[src/sv/tlhc_pkg.sv]
// Shared types and constants for the traffic light hue classifier.
// No dependencies; every other file imports this package.
`timescale 1ns / 1ps
`default_nettype none

package tlhc_pkg;

  localparam int unsigned MAX_SIDE    = 1024;
  localparam int unsigned SIDE_W      = 11;
  localparam int unsigned POS_W       = 10;
  localparam int unsigned TALLY_W     = 21;
  localparam int unsigned SUM_W       = TALLY_W + 2;
  localparam int unsigned SCORE_W     = 17;
  localparam int unsigned FRAC_W      = 16;
  localparam int unsigned NUM_W       = TALLY_W + SCORE_W;
  localparam int unsigned SPAN_PROD_W = 2 * SIDE_W;
  localparam int unsigned LIT_PCT_W   = TALLY_W + 7;
  localparam int unsigned QUEUE_DEPTH = 2;
  localparam int unsigned CFG_IDX_W   = 3;
  localparam int unsigned MARGIN_W    = 7;

  localparam logic [TALLY_W-1:0]  TALLY_MAX    = '1;
  localparam logic [MARGIN_W-1:0] MARGIN_LIMIT = 7'd115;
  localparam logic [SIDE_W-1:0]   SIDE_LIMIT   = SIDE_W'(MAX_SIDE);
  localparam logic [SCORE_W-1:0]  ONE_Q16      = 17'd65536;
  localparam logic [6:0]          LIT_PCT      = 7'd100;
  localparam logic [TALLY_W-1:0]  MIN_LIT      = 21'd4;
  localparam logic [SIDE_W-1:0]   MIN_ROWS     = 11'd3;
  localparam logic [SIDE_W-1:0]   MIN_COLS     = 11'd2;

  localparam logic [CFG_IDX_W-1:0] CFG_MIN_BRIGHTNESS = 3'd0;
  localparam logic [CFG_IDX_W-1:0] CFG_MIN_SATURATION = 3'd1;
  localparam logic [CFG_IDX_W-1:0] CFG_RED_HUE_LOW    = 3'd2;
  localparam logic [CFG_IDX_W-1:0] CFG_RED_HUE_HIGH   = 3'd3;
  localparam logic [CFG_IDX_W-1:0] CFG_YELLOW_UPPER   = 3'd4;
  localparam logic [CFG_IDX_W-1:0] CFG_GREEN_UPPER    = 3'd5;
  localparam logic [CFG_IDX_W-1:0] CFG_STRIP_MARGIN   = 3'd6;

  typedef struct packed {
    logic [7:0]        hue;
    logic [7:0]        saturation;
    logic [7:0]        brightness;
    logic [POS_W-1:0]  pixel_row;
    logic [POS_W-1:0]  pixel_col;
    logic [SIDE_W-1:0] crop_height;
    logic [SIDE_W-1:0] crop_width;
    logic              last_pixel;
  } pixel_t;

  typedef struct packed {
    logic [SCORE_W-1:0] red_score;
    logic [SCORE_W-1:0] yellow_score;
    logic [SCORE_W-1:0] green_score;
    logic               used_default;
  } score_t;

  typedef struct packed {
    logic [7:0]          min_brightness;
    logic [7:0]          min_saturation_level;
    logic [7:0]          red_hue_low_bound;
    logic [7:0]          red_hue_high_bound;
    logic [7:0]          yellow_hue_upper;
    logic [7:0]          green_hue_upper;
    logic [MARGIN_W-1:0] strip_margin_q8;
  } cfg_t;

  typedef struct packed {
    logic [TALLY_W-1:0] red;
    logic [TALLY_W-1:0] yellow;
    logic [TALLY_W-1:0] green;
    logic [TALLY_W-1:0] lit;
    logic [SIDE_W-1:0]  h_span;
    logic [SIDE_W-1:0]  w_span;
    logic               size_ok;
  } crop_sum_t;

endpackage

`default_nettype wire

[src/sv/tlhc_cfg_regs.sv]
// Configuration register file for the hue classifier.
// Depends on tlhc_pkg for register indexes and the cfg_t bundle.
`timescale 1ns / 1ps
`default_nettype none

module tlhc_cfg_regs import tlhc_pkg::*; (
  input  wire logic                 clk,
  input  wire logic                 rst,
  input  wire logic                 cfg_valid,
  output logic                      cfg_ready,
  input  wire logic [CFG_IDX_W-1:0] cfg_index,
  input  wire logic [7:0]           cfg_data,
  output cfg_t                      cfg
);

  assign cfg_ready = 1'b1;

  always_ff @(posedge clk) begin
    if (rst) begin
      cfg.min_brightness       <= 8'd150;
      cfg.min_saturation_level <= 8'd100;
      cfg.red_hue_low_bound    <= 8'd10;
      cfg.red_hue_high_bound   <= 8'd160;
      cfg.yellow_hue_upper     <= 8'd35;
      cfg.green_hue_upper      <= 8'd90;
      cfg.strip_margin_q8      <= 7'd51;
    end else if (cfg_valid && cfg_ready) begin
      unique case (cfg_index)
        CFG_MIN_BRIGHTNESS: cfg.min_brightness       <= cfg_data;
        CFG_MIN_SATURATION: cfg.min_saturation_level <= cfg_data;
        CFG_RED_HUE_LOW:    cfg.red_hue_low_bound    <= cfg_data;
        CFG_RED_HUE_HIGH:   cfg.red_hue_high_bound   <= cfg_data;
        CFG_YELLOW_UPPER:   cfg.yellow_hue_upper     <= cfg_data;
        CFG_GREEN_UPPER:    cfg.green_hue_upper      <= cfg_data;
        CFG_STRIP_MARGIN:   cfg.strip_margin_q8      <= cfg_data[MARGIN_W-1:0];
        default: ;
      endcase
    end
  end

endmodule

`default_nettype wire

[src/sv/tlhc_front.sv]
// Front end: takes pixel beats, applies the strip window and hue bounds,
// keeps the four saturating tallies and pushes one summary per crop.
// Depends on tlhc_pkg.
`timescale 1ns / 1ps
`default_nettype none

module tlhc_front import tlhc_pkg::*; (
  input  wire logic   clk,
  input  wire logic   rst,
  input  wire cfg_t   cfg,
  input  wire logic   in_valid,
  output logic        in_stall,
  input  wire pixel_t in_data,
  output logic        push,
  output crop_sum_t   push_data,
  input  wire logic   q_full
);

  function automatic logic [TALLY_W-1:0] bump(input logic [TALLY_W-1:0] t);
    return (t == TALLY_MAX) ? t : t + 1'b1;
  endfunction

  // input stage
  logic              a_valid;
  pixel_t            a_pix;
  logic [SIDE_W-1:0] a_rows;
  logic [SIDE_W-1:0] a_cols;
  logic [SIDE_W-1:0] a_m;
  logic              a_trim_rows;

  logic [TALLY_W-1:0] red_tally, yellow_tally, green_tally, lit_tally;

  logic [SIDE_W-1:0]        rows_c, cols_c, short_c;
  logic [MARGIN_W-1:0]      q_c;
  logic [SIDE_W+MARGIN_W-1:0] m_prod;
  logic                     in_fire, a_fire;

  always_comb begin
    rows_c  = (in_data.crop_height > SIDE_LIMIT) ? SIDE_LIMIT : in_data.crop_height;
    cols_c  = (in_data.crop_width > SIDE_LIMIT) ? SIDE_LIMIT : in_data.crop_width;
    short_c = (cols_c > rows_c) ? rows_c : cols_c;
    q_c     = (cfg.strip_margin_q8 > MARGIN_LIMIT) ? MARGIN_LIMIT : cfg.strip_margin_q8;
    m_prod  = short_c * q_c;
  end

  assign in_stall = a_valid && a_pix.last_pixel && q_full;
  assign in_fire  = in_valid && !in_stall;
  assign a_fire   = a_valid && !(a_pix.last_pixel && q_full);

  always_ff @(posedge clk) begin
    if (rst) begin
      a_valid <= 1'b0;
    end else if (in_fire) begin
      a_valid <= 1'b1;
    end else if (a_fire) begin
      a_valid <= 1'b0;
    end
  end

  always_ff @(posedge clk) begin
    if (in_fire) begin
      a_pix       <= in_data;
      a_rows      <= rows_c;
      a_cols      <= cols_c;
      a_m         <= SIDE_W'(m_prod >> 8);
      a_trim_rows <= cols_c > rows_c;
    end
  end

  // window and classification
  logic [SIDE_W-1:0] short_a, hi_raw, hi, span_trim;
  logic [SIDE_W-1:0] r0, r1, c0, c1, prow, pcol;
  logic              in_strip, lit;
  logic [TALLY_W-1:0] red_n, yellow_n, green_n, lit_n;

  always_comb begin
    short_a   = a_trim_rows ? a_rows : a_cols;
    hi_raw    = (short_a >= a_m) ? short_a - a_m : '0;
    hi        = (hi_raw < a_m + 1'b1) ? a_m + 1'b1 : hi_raw;
    span_trim = hi - a_m;
    r0 = a_trim_rows ? a_m : '0;
    r1 = a_trim_rows ? hi : a_rows;
    c0 = a_trim_rows ? '0 : a_m;
    c1 = a_trim_rows ? a_cols : hi;
    prow = SIDE_W'(a_pix.pixel_row);
    pcol = SIDE_W'(a_pix.pixel_col);
    in_strip = prow >= r0 && prow < r1 && prow < a_rows &&
               pcol >= c0 && pcol < c1 && pcol < a_cols;
    lit = in_strip && a_pix.brightness >= cfg.min_brightness &&
          a_pix.saturation >= cfg.min_saturation_level;

    red_n    = red_tally;
    yellow_n = yellow_tally;
    green_n  = green_tally;
    lit_n    = lit_tally;
    if (lit) begin
      lit_n = bump(lit_tally);
      if (a_pix.hue <= cfg.red_hue_low_bound || a_pix.hue >= cfg.red_hue_high_bound) begin
        red_n = bump(red_tally);
      end else if (a_pix.hue <= cfg.yellow_hue_upper) begin
        yellow_n = bump(yellow_tally);
      end else if (a_pix.hue < cfg.green_hue_upper) begin
        green_n = bump(green_tally);
      end
    end

    push_data.red     = red_n;
    push_data.yellow  = yellow_n;
    push_data.green   = green_n;
    push_data.lit     = lit_n;
    push_data.h_span  = a_trim_rows ? span_trim : a_rows;
    push_data.w_span  = a_trim_rows ? a_cols : span_trim;
    push_data.size_ok = a_rows >= MIN_ROWS && a_cols >= MIN_COLS;
  end

  assign push = a_fire && a_pix.last_pixel;

  always_ff @(posedge clk) begin
    if (rst) begin
      red_tally    <= '0;
      yellow_tally <= '0;
      green_tally  <= '0;
      lit_tally    <= '0;
    end else if (a_fire) begin
      if (a_pix.last_pixel) begin
        red_tally    <= '0;
        yellow_tally <= '0;
        green_tally  <= '0;
        lit_tally    <= '0;
      end else begin
        red_tally    <= red_n;
        yellow_tally <= yellow_n;
        green_tally  <= green_n;
        lit_tally    <= lit_n;
      end
    end
  end

endmodule

`default_nettype wire

[src/sv/tlhc_queue.sv]
// Short queue of per-crop summaries between front and back.
// Depends on tlhc_pkg for crop_sum_t and the depth.
`timescale 1ns / 1ps
`default_nettype none

module tlhc_queue import tlhc_pkg::*; (
  input  wire logic      clk,
  input  wire logic      rst,
  input  wire logic      push,
  input  wire crop_sum_t push_data,
  output logic           full,
  input  wire logic      pop,
  output logic           valid,
  output crop_sum_t      head
);

  localparam int unsigned PTR_W = $clog2(QUEUE_DEPTH);

  crop_sum_t        slots [QUEUE_DEPTH];
  logic [PTR_W-1:0] wr_ptr, rd_ptr;
  logic [PTR_W:0]   count;

  assign full  = count == (PTR_W + 1)'(QUEUE_DEPTH);
  assign valid = count != '0;
  assign head  = slots[rd_ptr];

  always_ff @(posedge clk) begin
    if (rst) begin
      wr_ptr <= '0;
      rd_ptr <= '0;
      count  <= '0;
    end else begin
      if (push) begin
        wr_ptr <= (wr_ptr == PTR_W'(QUEUE_DEPTH - 1)) ? '0 : wr_ptr + 1'b1;
      end
      if (pop) begin
        rd_ptr <= (rd_ptr == PTR_W'(QUEUE_DEPTH - 1)) ? '0 : rd_ptr + 1'b1;
      end
      if (push && !pop) begin
        count <= count + 1'b1;
      end else if (pop && !push) begin
        count <= count - 1'b1;
      end
    end
  end

  always_ff @(posedge clk) begin
    if (push) begin
      slots[wr_ptr] <= push_data;
    end
  end

endmodule

`default_nettype wire

[src/sv/tlhc_divider.sv]
// Restoring divider, one quotient bit per cycle, for the Q1.16 shares.
// The quotient is known to fit SCORE_W bits. Depends on tlhc_pkg.
`timescale 1ns / 1ps
`default_nettype none

module tlhc_divider import tlhc_pkg::*; (
  input  wire logic               clk,
  input  wire logic               rst,
  input  wire logic               start,
  input  wire logic [NUM_W-1:0]   num,
  input  wire logic [SUM_W-1:0]   den,
  output logic                    done,
  output logic [SCORE_W-1:0]      quo
);

  localparam int unsigned STEP_W = $clog2(SCORE_W);

  logic               busy;
  logic [STEP_W-1:0]  steps;
  logic [SUM_W-1:0]   rem;
  logic [SUM_W-1:0]   den_r;
  logic [SCORE_W-1:0] low;

  logic [SUM_W:0]   shifted;
  logic [SUM_W+1:0] diff;
  logic             ge;

  always_comb begin
    shifted = {rem, low[SCORE_W-1]};
    diff    = {1'b0, shifted} - {2'b00, den_r};
    ge      = !diff[SUM_W+1];
  end

  always_ff @(posedge clk) begin
    if (rst) begin
      busy <= 1'b0;
      done <= 1'b0;
    end else begin
      done <= 1'b0;
      if (start) begin
        busy <= 1'b1;
      end else if (busy && steps == '0) begin
        busy <= 1'b0;
        done <= 1'b1;
      end
    end
  end

  always_ff @(posedge clk) begin
    if (start) begin
      rem   <= SUM_W'(num[NUM_W-1:SCORE_W]);
      low   <= num[SCORE_W-1:0];
      den_r <= den;
      quo   <= '0;
      steps <= STEP_W'(SCORE_W - 1);
    end else if (busy) begin
      rem   <= ge ? diff[SUM_W-1:0] : shifted[SUM_W-1:0];
      low   <= {low[SCORE_W-2:0], 1'b0};
      quo   <= {quo[SCORE_W-2:0], ge};
      steps <= steps - 1'b1;
    end
  end

endmodule

`default_nettype wire

[src/sv/tlhc_back.sv]
// Back end: pops a crop summary, checks the fallback rules, runs the three
// share divisions and holds the result beat. Depends on tlhc_pkg, tlhc_divider.
`timescale 1ns / 1ps
`default_nettype none

module tlhc_back import tlhc_pkg::*; (
  input  wire logic      clk,
  input  wire logic      rst,
  input  wire logic      q_valid,
  input  wire crop_sum_t q_head,
  output logic           q_pop,
  output logic           out_valid,
  input  wire logic      out_stall,
  output score_t         out_data
);

  typedef enum logic [2:0] {
    S_IDLE,
    S_PREP,
    S_CHECK,
    S_DIV,
    S_HOLD
  } state_t;

  typedef enum logic [1:0] {
    C_RED,
    C_YELLOW,
    C_GREEN
  } color_t;

  state_t                 state;
  color_t                 color;
  crop_sum_t              ent;
  logic [SPAN_PROD_W-1:0] strip_px;
  logic [LIT_PCT_W-1:0]   lit_pct;
  logic [SUM_W-1:0]       classified;

  logic               ok;
  logic               div_start, div_done;
  logic [TALLY_W-1:0] count_sel;
  logic [NUM_W-1:0]   div_num;
  logic [SCORE_W-1:0] div_quo;
  color_t             color_next;

  always_comb begin
    ok = ent.size_ok && lit_pct >= LIT_PCT_W'(strip_px) &&
         ent.lit >= MIN_LIT && classified != '0;
    q_pop = (state == S_IDLE) && q_valid;

    color_next = color;
    div_start  = 1'b0;
    if (state == S_CHECK && ok) begin
      color_next = C_RED;
      div_start  = 1'b1;
    end else if (state == S_DIV && div_done && color != C_GREEN) begin
      color_next = (color == C_RED) ? C_YELLOW : C_GREEN;
      div_start  = 1'b1;
    end

    unique case (color_next)
      C_RED:    count_sel = ent.red;
      C_YELLOW: count_sel = ent.yellow;
      C_GREEN:  count_sel = ent.green;
      default:  count_sel = ent.red;
    endcase
    div_num = {count_sel, {FRAC_W{1'b0}}} + NUM_W'(classified >> 1);
  end

  tlhc_divider u_div (
    .clk   (clk),
    .rst   (rst),
    .start (div_start),
    .num   (div_num),
    .den   (classified),
    .done  (div_done),
    .quo   (div_quo)
  );

  always_ff @(posedge clk) begin
    if (rst) begin
      state     <= S_IDLE;
      color     <= C_RED;
      out_valid <= 1'b0;
    end else begin
      color <= color_next;
      unique case (state)
        S_IDLE: begin
          if (q_valid) begin
            ent   <= q_head;
            state <= S_PREP;
          end
        end
        S_PREP: begin
          strip_px   <= ent.h_span * ent.w_span;
          lit_pct    <= ent.lit * LIT_PCT;
          classified <= SUM_W'(ent.red) + SUM_W'(ent.yellow) + SUM_W'(ent.green);
          state      <= S_CHECK;
        end
        S_CHECK: begin
          if (ok) begin
            out_data.used_default <= 1'b0;
            state                 <= S_DIV;
          end else begin
            out_data.red_score    <= ONE_Q16;
            out_data.yellow_score <= '0;
            out_data.green_score  <= '0;
            out_data.used_default <= 1'b1;
            out_valid             <= 1'b1;
            state                 <= S_HOLD;
          end
        end
        S_DIV: begin
          if (div_done) begin
            unique case (color)
              C_RED:    out_data.red_score    <= div_quo;
              C_YELLOW: out_data.yellow_score <= div_quo;
              C_GREEN: begin
                out_data.green_score <= div_quo;
                out_valid            <= 1'b1;
                state                <= S_HOLD;
              end
              default: ;
            endcase
          end
        end
        S_HOLD: begin
          if (!out_stall) begin
            out_valid <= 1'b0;
            state     <= S_IDLE;
          end
        end
        default: state <= S_IDLE;
      endcase
    end
  end

endmodule

`default_nettype wire

[src/sv/traffic_light_hue_classifier_core.sv]
// Top level of the traffic light hue classifier: config registers, front,
// summary queue and back. Depends on tlhc_pkg and all tlhc_* modules.
//
//   channel  handshake             payload                 direction
//   in       in_valid / in_stall   in_data   (pixel_t)     pixel beat in
//   out      out_valid / out_stall out_data  (score_t)     one beat per crop
//   cfg      cfg_valid / cfg_ready cfg_index, cfg_data     register write
//
// The front takes one pixel beat per cycle while in_stall is low; a crop's tallies
// are pushed to the queue from the input stage that holds its last pixel. Per crop
// the back pops the summary, sets up, checks, then runs three share divisions
// (17 steps each) through one shared divider and outputs; a default crop skips them.
// The two-entry summary queue stalls input only when a last pixel meets it full.
// Reset is synchronous: tallies clear and the registers take their defaults.
`timescale 1ns / 1ps
`default_nettype none

module traffic_light_hue_classifier_core import tlhc_pkg::*; (
  input  wire logic                 clk,
  input  wire logic                 rst,
  input  wire logic                 in_valid,
  output logic                      in_stall,
  input  wire pixel_t               in_data,
  output logic                      out_valid,
  input  wire logic                 out_stall,
  output score_t                    out_data,
  input  wire logic                 cfg_valid,
  output logic                      cfg_ready,
  input  wire logic [CFG_IDX_W-1:0] cfg_index,
  input  wire logic [7:0]           cfg_data
);

  cfg_t      cfg;
  logic      push, q_full, q_valid, q_pop;
  crop_sum_t push_data, q_head;

  tlhc_cfg_regs u_cfg (
    .clk       (clk),
    .rst       (rst),
    .cfg_valid (cfg_valid),
    .cfg_ready (cfg_ready),
    .cfg_index (cfg_index),
    .cfg_data  (cfg_data),
    .cfg       (cfg)
  );

  tlhc_front u_front (
    .clk       (clk),
    .rst       (rst),
    .cfg       (cfg),
    .in_valid  (in_valid),
    .in_stall  (in_stall),
    .in_data   (in_data),
    .push      (push),
    .push_data (push_data),
    .q_full    (q_full)
  );

  tlhc_queue u_queue (
    .clk       (clk),
    .rst       (rst),
    .push      (push),
    .push_data (push_data),
    .full      (q_full),
    .pop       (q_pop),
    .valid     (q_valid),
    .head      (q_head)
  );

  tlhc_back u_back (
    .clk       (clk),
    .rst       (rst),
    .q_valid   (q_valid),
    .q_head    (q_head),
    .q_pop     (q_pop),
    .out_valid (out_valid),
    .out_stall (out_stall),
    .out_data  (out_data)
  );

endmodule

`default_nettype wire

[config.mk]
export PLATFORM = sky130hd
export DESIGN_NAME = traffic_light_hue_classifier_core
export DESIGN_NICKNAME = d
export VERILOG_FILES = /design/src/sv/tlhc_pkg.sv /design/src/sv/tlhc_cfg_regs.sv /design/src/sv/tlhc_front.sv /design/src/sv/tlhc_queue.sv /design/src/sv/tlhc_divider.sv /design/src/sv/tlhc_back.sv /design/src/sv/traffic_light_hue_classifier_core.sv
export SDC_FILE = /design/constraint.sdc
export NUM_CORES = 2
export LEC_CHECK = 0
export BUFFER_PORTS_ARGS = -buffer_cell sky130_fd_sc_hd__buf_4
export CORE_AREA = 2 2 294 296
export CTS_CLUSTER_SIZE = 28
export DETAILED_ROUTE_END_ITERATION = 6
export DIE_AREA = 0 0 296 298
export PLACE_DENSITY = 0.71
export SETUP_SLACK_MARGIN = 0.3
export SLEW_MARGIN = 20
export SYNTH_ARGS = -nofsm -noshare
export SYNTH_HDL_FRONTEND = slang
export SYNTH_SLANG_ARGS = --single-unit
[constraint.sdc]
create_clock -name clk -period 12.9 [get_ports clk]
set_input_delay 1.29 -clock clk [delete_from_list [all_inputs] [get_ports clk]]
set_output_delay 1.29 -clock clk [all_outputs]
set_load 0.03 [all_outputs]
==> reports/qor.txt <==
vias in the first global route -> 30.9k
drt wl/cell -> 18.0 um
RSZ-0062 raised after global routing -> false
Rel. slew slack -> 0.295
CP max stage delay -> 0.63 ns
clk root buf -> clkbuf_16
predominant post-synthesis flop cell -> edfxtp_1
Crit path required time -> 13.42 ns
pwr dens -> 254 nW/um^2
I/O Buffers -> 136
Remaining DRCs -> 0
largest net degree at the start of global routing -> 83
dpl cells -> 5,434
Synth Register Bits -> 759
IO Count -> 138
fin crit period -> 8.86 ns
GRT busiest layer -> met2
global placer's final weighted congestion -> 0.935
Synth Net Count -> 4,935
P_int -> 7.91 mW
# rows -> 107
crit path DAT -> 9.37 ns
Setup violations, final -> 0
synth warn -> 0
post-route ant nets -> 0
EDFF count, synth -> 583
Worst Path Max Fanout -> 70
Post-CTS Setup Inserts -> 0
nets@finish -> 5,030
Initial DRT Pass Iterations -> 6
Crit Path Category -> reg2reg
post-route insts no fill -> 5,590
sequential cell area fraction in the yosys report -> 0.453
setup slack after layout -> 4.04 ns
Post-Layout Inst Area -> 51,400 um^2
Clk pin slew, worst setup/hold paths -> 0.06 ns
sequential share of power -> 0.282
met1 usage -> 0.321
Die X -> 296 um
Core ar. -> 84,900 um^2
Tot GR Track Use -> 0.230
clock power share -> 0.194
dpl hpwl -> 73,900 um
die area -> 88,200 um^2
Clk Latency, worst-skew pair -> 0.64 ns
Worst Skew -> 0.0287 ns
Post-Syn Instances -> 4,280
Post-Route WL -> 101,000 um
fraction of registers with async set/reset -> 0
Pleak -> 21.1 nW
Syn-to-layout area delta -> 10.8%
Post-CTS Resized -> 0
Crit. End Element -> flop
CP Launch Type -> flop
Switch Pwr -> 5.12 mW
Yosys cell types -> 98
Slowest-stage cell, CP -> and3_1
dpl ws -> 4.20 ns
Worst VDD drop -> 0.529 mV
layout cells sized above 1 -> 0.111
hold crit path type -> reg2reg
switch share -> 0.393
deepest level of the CTS H-tree -> 3
CTS max path bufs -> 3
total grt overflow -> 0
CTS buffer count -> 83
Slew Limit Fails -> 0
Syn Std Cell Area -> 46,400 um^2
Num Clock Sinks -> 759
status -> completed
worst slew pin tran -> 1.06 ns
Avg Inst Size Synth -> 10.8 um^2
combinational share of power -> 0.525
Die Y -> 298 um
CTS tree -> built
Vias/cell -> 5.62
grt met3 use -> 0.0331
cts hold-fix bufs -> 0
TNS Setup -> 0 ns
Initial Utilization -> 0.546
met2 Resource Use GR -> 0.370
placed instance area -> 48,500 um^2
initial antenna violation count -> 1
Fmax achieved -> 0.113 GHz
first-pass GRT wire length -> 162,000 um
Fin. Hold Viols -> 0
hold_ws -> 0.453 ns
DR vias -> 31.4k
Iteration-0 DRC Markers -> 2,244
fin crit share -> 0.687
maxcap violations -> 0
==> cells in the final DEF (no fill, tap or decap), types with 90 or more instances in the layout <==
cell type | synthesis | layout
xnor2_1 | 143 | 143
inv_1 | 414 | 414
dfxtp_1 | 176 | 175
a21oi_1 | 203 | 203
ha_1 | 427 | 427
fa_1 | 145 | 145
buf_4 | 3 | 162
nor2_1 | 251 | 245
edfxtp_1 | 583 | 583
mux2_2 | 138 | 138
o21ai_0 | 156 | 156
nor3_1 | 90 | 90
and2_1 | 111 | 111
nand2_1 | 384 | 384
==> metal layers <==
layer / vias to the layer above / share of wire
li1: 15400 / -
met1: 15000 / 0.46
met5: - / 0
met4: 0 / 0.030
met2: 842 / 0.46
met3: 196 / 0.055
==> cells in the mapped netlist (all sizes together), types with 44 or more instances <==
| cell type | instances | share of area |
|---|---|---|
| and3 | 45 | 0.0061 |
| nor2b | 53 | 0.0071 |
| clkbuf | 124 | 0.010 |
| mux2i | 48 | 0.010 |
| edfxtp | 583 | 0.38 |
| dfxtp | 176 | 0.076 |
| nor2 | 254 | 0.021 |
| nand3 | 88 | 0.010 |
| a21o | 62 | 0.010 |
| nand2 | 386 | 0.031 |
| mux2 | 139 | 0.034 |
| inv | 414 | 0.034 |
| xnor2 | 143 | 0.027 |
| ha | 427 | 0.12 |
| fa | 145 | 0.063 |
| a21oi | 206 | 0.023 |
| xor2 | 73 | 0.014 |
| and2 | 114 | 0.015 |
| o21a | 44 | 0.0071 |
| o21ai | 159 | 0.017 |
| nor3 | 93 | 0.010 |
==> flip-flops by register name (all words and copies together), names as in the netlist, 5 cells and up <==
signal and count:
u_back.classified 23, u_back.ent 107, u_back.lit_pct 26, u_back.out_data 52, u_back.strip_px 22, u_back.u_div.den_r 23
u_back.u_div.low 17, u_back.u_div.quo 17, u_back.u_div.rem 23, u_back.u_div.steps 5, u_cfg.cfg 55, u_front.a_cols 11
u_front.a_m 10, u_front.a_pix 45, u_front.a_rows 11, u_front.green_tally 21, u_front.lit_tally 21, u_front.red_tally 21
u_front.yellow_tally 21, u_queue.slots 214
==> kinds of logic after synthesis <==
logic type | count (synthesis) | synth area share
buffers and inverters | 567 | 0.0471
AOI/OAI and AO/OA | 771 | 0.109
muxes | 187 | 0.0442
adders and majority gates | 574 | 0.178
xor gates and xnor gates | 216 | 0.0408
other | 1 | 0.0000809
DFF | 759 | 0.453
and+or+nand+nor | 1205 | 0.127
==> power groups by stage <==
| stage | registers [mW] | clock network, mW | logic [mW] |
|---|---|---|---|
| finish | 3.67 | 2.52 | 6.84 |
| global route | 3.70 | 2.67 | 7.86 |
| CTS | 3.67 | 2.57 | 6.86 |
| detailed placement | 3.72 | 0 | 6.79 |
| global placement | 3.71 | 0 | 6.68 |
| floorplan | 3.57 | 0 | 5.50 |
==> final timing paths <==
path	from	to	slack, ns	depth (start not counted)
hold reg to reg	u_cfg.cfg[14]	u_cfg.cfg[14]	0.45	2
setup / recovery	u_front.a_trim_rows	u_front.red_tally[11]	4.04	31
hold / removal	u_cfg.cfg[14]	u_cfg.cfg[14]	0.45	2
setup reg to reg	u_front.a_trim_rows	u_front.red_tally[11]	4.04	31
==> stage by stage <==
stage / util / total power, mW
3_3_place_gp: 0.571 / 10.4
2_1_floorplan: - / 9.07
6_report: 0.606 / 13.0
5_1_grt: 0.606 / 14.2
3_5_place_dp: 0.571 / 10.5
4_1_cts: 0.606 / 13.1
==> final cells by class <==
cell class	count	area, um^2
clock buffer	104	2250
sequential	759	21000
antenna	1	2.50
tap	1144	1430
fill	6976	33500
inverter	415	1560
timing repair buffer	162	1220
multi-input combinational	2954	23200
clock inverter	51	694
==> worst max-delay path, delay by kind of cell (launching register included) <==
| family | cells | cell delay (ns) |
|---|---|---|
| flops | 1 | 0.31 |
| mux | 3 | 0.85 |
| simple gates | 7 | 2.18 |
| compound gates | 14 | 3.42 |
| fa+ha+maj | 4 | 1.14 |
| buf+inv | 3 | 0.81 |
No activity file was read; power rests on OpenSTA's default activity.
